<file path="src/assert_macros.svh">
// Shared concurrent assertion macros.
`ifndef ASSERT_MACROS_SVH
`define ASSERT_MACROS_SVH

// Checks an implication on every rising clock edge outside reset.
`define AMT_ASSERT(lbl, prop, msg) \
  lbl: assert property (@(posedge clk_i) disable iff (!rst_ni) (prop)) else $error(msg);

// Checks that two conditions are never true in the same cycle.
`define AMT_ASSERT_EXCL(lbl, a, b, msg) \
  lbl: assert property (@(posedge clk_i) disable iff (!rst_ni) !((a) && (b))) else $error(msg);

`endif

</file>
<file path="src/amt_ram.sv">
module amt_ram #(
  parameter int unsigned WIDTH = 32,
  parameter int unsigned DEPTH = 16
) (
  input  logic                     clk_i,
  input  logic                     we_i,
  input  logic [$clog2(DEPTH)-1:0] waddr_i,
  input  logic [WIDTH-1:0]         wdata_i,
  input  logic [$clog2(DEPTH)-1:0] raddr_i,
  output logic [WIDTH-1:0]         rdata_o
);

  logic [WIDTH-1:0] mem_q [DEPTH];
  logic [WIDTH-1:0] rdata_q;

  always_ff @(posedge clk_i) begin
    if (we_i) begin
      mem_q[waddr_i] <= wdata_i;
    end
    rdata_q <= mem_q[raddr_i];
  end

  assign rdata_o = rdata_q;

endmodule

</file>
<file path="config.mk">
export PLATFORM = sky130hd
export DESIGN_NAME = amt_ram
export DESIGN_NICKNAME = d
export VERILOG_FILES = /design/src/assert_macros.svh /design/src/amt_ram.sv
export SDC_FILE = /design/constraint.sdc
export NUM_CORES = 1
export LEC_CHECK = 0
export BUFFER_PORTS_ARGS = -buffer_cell sky130_fd_sc_hd__buf_2
export CORE_MARGIN = 2
export CORE_UTILIZATION = 30
export DETAILED_ROUTE_END_ITERATION = 16
export GPL_ROUTABILITY_DRIVEN = 0
export PLACE_DENSITY_LB_ADDON = 0.1
export SYNTH_ARGS = -nofsm -noshare
export SYNTH_HDL_FRONTEND = slang
export SYNTH_SLANG_ARGS = --single-unit
</file>
<file path="constraint.sdc">
create_clock -name clk_i -period 4.55 [get_ports clk_i]
set_clock_uncertainty 0.15 [all_clocks]
set_input_delay 0.455 -clock clk_i [delete_from_list [all_inputs] [get_ports clk_i]]
set_output_delay 0.455 -clock clk_i [all_outputs]
set_load 0.01 [all_outputs]
</file>
==> out/metrics.csv, run 1 <==
stage,metric,value,unit
run_status,run status,completed,
sta,max-slew violations,0,
setup_path,Critical-path top delay cell,nor2_4,
clock_tree,CTS tree,built,
setup_path,CP top delay family,simple AND/OR/NAND/NOR gates,
setup_path,CP Launch Type,input pin,
setup_path,CP max stage delay,1.02,ns
global_route,vias in the first global route,9625,
clock_tree,Num CTS Buffers,58,
setup_path,R2R depth,3,
sta,RSZ-0062 raised after global routing,false,
floorplanning,Die W,261,µm
final_layout,Diodes inserted,0,
floorplanning,I/O Pins,74,
synth,Mean Syn Cell Area,23.7,µm²
clock_tree,maximum clock path buffer count,3,
power,pwr/cell area,460,nW/µm²
setup_path,Reg-to-Reg Start,mem_q[3][5]$_DFFE_PP_,
power,total power,10.7,mW
setup_path,CP bufs+invs,1,
setup_path,Setup crit end kind,flip-flop,
global_route,first-pass GRT wire length,70300,µm
route,Residual DRC,0,
synth,Seq cells post-synth,544,
synth,post-synthesis cell area,19900,µm²
sta,Final TNS setup,0,ns
clock_tree,H-tree depth,2,
route,WL/cell,26.1,µm
hold_path,hold depth,1,
route,via count,8922,
setup_path,critical-path cell list,buf_2 -> or3b_2 -> nor2_4,
sta,post-route clock period utilization,47.3,%
floorplanning,Core ar.,65600,µm²
global_route,total track usage,14.6,%
setup_path,RR Endpoint,rdata_o[5]$_DFF_P_,
clock_tree,post_cts resized,0,
floorplanning,die height,261,µm
sta,Tmin final,2.15,ns
setup_path,WP data arrival,2.21,ns
synth,Mapped Cells,838,
final_layout,fill count,6077,
placement,number of port buffers,73,
clock_tree,clk_lat worst skew,0.61,ns
placement,Placed Cells,1755,
setup_path,flop-to-flop setup slack,2.89,ns
sta,Rel. slew slack,12.2,%
placement,HPWL reported at the end of detailed placement,25300,µm
hold_path,HP Class,input pin to flip-flop,
hold_path,Hold EP,mem_q[13][27]$_DFFE_PP_,
final_layout,sequential cell area,16000,µm²
sta,final hold violation count,0,
global_route,antenna violations before repair,1,
final_layout,final cell count without fillers,1862,
placement,Place WS,1.72,ns
final_layout,share of cells above drive strength 1,32.4,%
setup_path,critical path class,input pin to flip-flop,
clock_tree,clock sinks,544,
synth,net count after synthesis,880,
route,via density per instance,4.79,
global_route,gr ovfl total,0,
final_layout,Area Overhead vs Synth,17.2,%
synth,part of the Yosys area used for sequential elements,80.7,%
clock_tree,CTS Hold Buffers Added,0,
floorplanning,total die area,68300,µm²
floorplanning,FP Rows,94,
hold_path,Hold Path Origin,wdata_i[27],
route,DR pass1 iterations,6,
floorplanning,starting density of the core,30.3,%
sta,final setup fails,0,
sta,Tightest Pin Transition,1.31,ns
final_layout,Post-layout nets,993,
global_route,largest net degree at the start of global routing,70,
setup_path,CP Max Fanout,32,
power,VDD IR max,257,µV
sta,Final WS setup,2.40,ns
run,max-cap violations,0,
sta,Fmax achieved,465,MHz
route,Detailed Route Iter0 Violations,564,
clock_tree,"Reg clk slew, reported paths",0.06,ns
route,DRT Wirelength,48600,µm
setup_path,worst endpoint required time,4.61,ns
route,antenna-violating nets left,0,
clock_tree,"Setup Fix Bufs, Post-CTS",0,
final_layout,area of the multi-input gates,3750,µm²
power,LEAKAGE,7.36,nW
clock_tree,clock root cell,clkbuf_16,
synth,synth unique cells,18,
synth,"Warnings, synthesis",0,
==> cells by family (layout without fill, tap and decap cells) <==
kind of cell / after synthesis / in the layout / share of synthesized area, %
simple gates: 59 / 59 / 1.27
compound gates: 64 / 64 / 2.42
buf+inv: 43 / 203 / 1.12
flops: 544 / 544 / 80.7
mux: 128 / 128 / 14.5
==> registers in the layout (all words and copies together) (netlist names) <==
| signal | cells |
|---|---|
| rdata_o | 32 |
| mem_q | 512 |
==> Yosys cell counts, drive strengths merged <==
| library cell | instances | area, µm² |
|---|---|---|
| nand2 | 33 | 124 |
| or3b | 1 | 8.76 |
| nand3 | 1 | 5.00 |
| buf | 26 | 159 |
| nand2b | 2 | 12.5 |
| clkbuf | 17 | 63.8 |
| dfxtp | 32 | 641 |
| mux4 | 128 | 2880 |
| nor3 | 4 | 20.0 |
| nor2b | 2 | 12.5 |
| a22oi | 64 | 480 |
| nand3b | 2 | 15.0 |
| and2 | 1 | 6.26 |
| edfxtp | 512 | 15400 |
| nor2 | 13 | 48.8 |
==> how the worst max path moves through the flow <==
stage,slack (ns),cells past startpoint,to,from
floorplan,0.77,2,mem_q[0][0]$_DFFE_PP_,waddr_i[2]
global placement,1.75,3,mem_q[3][1]$_DFFE_PP_,waddr_i[2]
detailed placement,1.72,3,mem_q[2][29]$_DFFE_PP_,waddr_i[2]
CTS,2.37,3,mem_q[2][4]$_DFFE_PP_,waddr_i[2]
global route,2.31,3,mem_q[2][0]$_DFFE_PP_,waddr_i[2]
finish,2.40,3,mem_q[2][0]$_DFFE_PP_,waddr_i[2]
==> power breakdown <==
group / switching (mW) / internal, mW / leakage [nW]
clock: 1.88 / 2.65 / 0.897
combinational: 0.318 / 0.201 / 1.57
sequential: 0.0330 / 5.60 / 4.89
total: 2.24 / 8.46 / 7.36
==> metal layers <==
layer	wire length [µm]	part of all wire, %	GRT usage (%)
met5	0	0	0
met3	1990	4.1	2.46
met2	21700	45	22.0
met4	1000	2.1	3.77
met1	23900	49	21.9
==> through the flow <==
step | hold slack [ns] | utilization [%] | cell area [µm²]
after floorplan | 0.404 | - | 19900
after global placement | 0.506 | 32.7 | 21400
after detailed placement | 0.514 | 32.7 | 21400
after CTS | 0.0285 | 35.4 | 23300
after global routing | 0.0639 | 35.4 | 23300
final | 0.0748 | 35.4 | 23300
==> placed cells by master (no fill, tap or decap), types with 4 or more instances in the layout <==
cell type	Yosys	final
nor3_2	0	4
buf_4	11	20
nor2_4	0	13
clkinv_1	0	10
edfxtp_1	512	512
mux4_2	128	128
buf_2	4	71
dfxtp_1	32	32
nand2_1	33	33
clkinv_2	0	10
a22oi_1	64	64
clkbuf_16	0	61
clkbuf_1	17	19
==> cell type report <==
| class | count | share of cell area (%) |
|---|---|---|
| well taps | 864 | 4.65 |
| flip-flops and latches | 544 | 68.8 |
| clock buffers | 83 | 7.05 |
| repair buffers | 96 | 2.54 |
| clock inverters | 24 | 0.801 |
| multi-input cells | 251 | 16.1 |
No activity file was read; power rests on OpenSTA's default activity.
==> run 2, diff against run 1 <==
==> constraint.sdc (replaced) <==
create_clock -name clk_i -period 1.81 [get_ports clk_i]
set_clock_uncertainty 0.15 [all_clocks]
set_input_delay 0.181 -clock clk_i [delete_from_list [all_inputs] [get_ports clk_i]]
set_output_delay 0.181 -clock clk_i [all_outputs]
set_load 0.01 [all_outputs]
==> out/metrics.csv, run 2 (synthesis results as in run 1) <==
stage,metric,value,unit,change
setup_path,CP Launch Type,input pin,,
global_route,gr busiest metal,met2,,
setup_path,CP max stage delay,0.54,ns,-0.48 ns
route,Detailed Route Iter0 Violations,642,,+14%
sta,final setup fails,0,,unchanged
power,LEAKAGE,7.88,nW,+7.2%
setup_path,WP data arrival,1.93,ns,-0.28 ns
floorplanning,FP Rows,94,,unchanged
route,via density per instance,4.71,,-1.8%
setup_path,Critical-path top delay cell,dlygate4sd3_1,,
global_route,M2 GR Usage,22.0,%,+0.059 points
route,Residual DRC,0,,unchanged
sta,RSZ-0062 raised after global routing,false,,
global_route,total track usage,14.2,%,-0.40 points
power,pwr/cell area,1110,nW/µm²,+140%
floorplanning,I/O Pins,74,,unchanged
final_layout,max FFs per register,512,,unchanged
final_layout,Largest Register,mem_q,,
clock_tree,clk_lat worst skew,0.60,ns,about the same
floorplanning,Die W,261,µm,unchanged
clock_tree,clock root cell,clkbuf_16,,
sta,Fmax achieved,620,MHz,
run,max-cap violations,0,,unchanged
clock_tree,post_cts resized,0,,unchanged
global_route,met1 Use GR,20.6,%,-1.3 points
clock_tree,clock sinks,544,,unchanged
sta,Tmin final,1.61,ns,
setup_path,worst endpoint required time,2.13,ns,-2.48 ns
clock_tree,"Reg clk slew, reported paths",0.06,ns,about the same
clock_tree,Num CTS Buffers,59,,+1.7%
final_layout,share of cells above drive strength 1,34.3,%,+2.0 points
route,DRT Wirelength,47200,µm,-2.9%
floorplanning,Core ar.,65600,µm²,unchanged
route,via count,9128,,+2.3%
run_status,run status,completed,,
global_route,grt met3 use,2.73,%,+0.27 points
final_layout,Post-layout nets,1073,,+8.1%
global_route,gr ovfl total,0,,unchanged
global_route,first-pass GRT wire length,69100,µm,-1.7%
setup_path,critical path class,input pin to flip-flop,,
setup_path,CP top delay family,buffers and inverters,,
clock_tree,"Setup Fix Bufs, Post-CTS",0,,unchanged
clock_tree,maximum clock path buffer count,3,,unchanged
setup_path,CP bufs+invs,3,,+2
sta,Tightest Pin Transition,0.457,ns,-0.858 ns
hold_path,HP Class,input pin to flip-flop,,
sta,max-slew violations,0,,unchanged
setup_path,CP Max Fanout,28,,-13%
final_layout,most frequent cells in the layout,"edfxtp_1, mux4_2, buf_2",,
route,DR pass1 iterations,4,,-2
setup_path,flop-to-flop setup slack,0.28,ns,-2.61 ns
global_route,largest net degree at the start of global routing,33,,-53%
final_layout,"commonest non-fill, non-tap cell in the layout",edfxtp_1,,
final_layout,Finished Core Util,37.4,%,+1.9 points
sta,Final TNS setup,0,ns,unchanged
global_route,vias in the first global route,9863,,+2.5%
sta,Rel. slew slack,69.5,%,+57 points
route,antenna-violating nets left,0,,unchanged
floorplanning,die height,261,µm,unchanged
clock_tree,H-tree depth,2,,unchanged
sta,post-route clock period utilization,89.1,%,
route,WL/cell,24.3,µm,-6.8%
final_layout,Area Overhead vs Synth,23.5,%,
floorplanning,total die area,68300,µm²,unchanged
placement,HPWL reported at the end of detailed placement,25800,µm,+2.2%
setup_path,critical-path cell list,dlygate4sd3_1 -> buf_6 -> buf_12 -> mux4_2 -> a22oi_1 -> nand2_1,,
clock_tree,CTS tree,built,,
placement,number of port buffers,73,,unchanged
setup_path,Setup crit end kind,flip-flop,,
sta,final hold violation count,0,,unchanged
power,VDD IR max,663,µV,+160%
floorplanning,starting density of the core,30.3,%,unchanged
global_route,antenna violations before repair,3,,+2
## run 2: changes by cell type in the layout (fill, tap and decap cells not counted), sizes merged
| cell | delta |
|---|---|
| clkinvlp | +1 |
| diode | +1 |
| clkbuf | -2 |
| clkinv | -2 |
| dlygate4sd3 | +33 |
| buf | +46 |
| bufinv | +1 |
## run 2: path summary, 6_finish.rpt
| kind | cells after the start | endpoint | startpoint |
|---|---|---|---|
| max | 6 | rdata_o[3]$_DFF_P_ | raddr_i[1] |
| min | 3 | mem_q[12][18]$_DFFE_PP_ | waddr_i[0] |
| max reg2reg | 3 | rdata_o[3]$_DFF_P_ | mem_q[3][3]$_DFFE_PP_ |
| min reg2reg | 3 | rdata_o[21]$_DFF_P_ | mem_q[14][21]$_DFFE_PP_ |
## run 2: through the flow
step           hold slack, ns  std cells  instance area (µm²)  setup WS [ns]  power [mW]
2_1_floorplan           0.130        838                20000         -0.211        15.1
3_3_place_gp            0.421       1801                22300        -0.0224        15.9
3_5_place_dp            0.422       1801                22300        -0.0318        15.9
4_1_cts                0.0161       1939                24500          0.216        27.6
5_1_grt                0.0431       1940                24500          0.112        28.2
6_report               0.0526       1940                24500          0.198        27.2
## run 2: worst min-delay path, stage by stage
cell    delay [ns]
buf_2         0.14
nor3_4        0.06
buf_12        0.21
## run 2: area by class of cell
cell class | count | area (µm²)
Fill cell | 5990 | 41100
Timing Repair Buffer | 175 | 1780
Clock buffer | 81 | 1650
Tap cell | 864 | 1080
Antenna cell | 1 | 2.50
Multi-Input combinational cell | 251 | 3780
Clock inverter | 24 | 208
Sequential cell | 544 | 16000
## run 2: report_power, final
part           switching, mW  internal (mW)
sequential            0.0861           14.1
clock                   4.68           6.87
combinational          0.803          0.668
## run 2: metal layers
| layer | vias up | wire length, µm |
|---|---|---|
| met4 | 4 | 831 |
| met2 | 158 | 21800 |
| met3 | 75 | 1930 |
| li1 | 3972 | - |
| met1 | 4919 | 22600 |
| met5 | - | 26 |
## run 2: timing repair
item,4_1_cts,5_1_grt
endpoints found under the hold margin,513,0
endpoints found under the setup margin,0,0
hold buffers,33,0
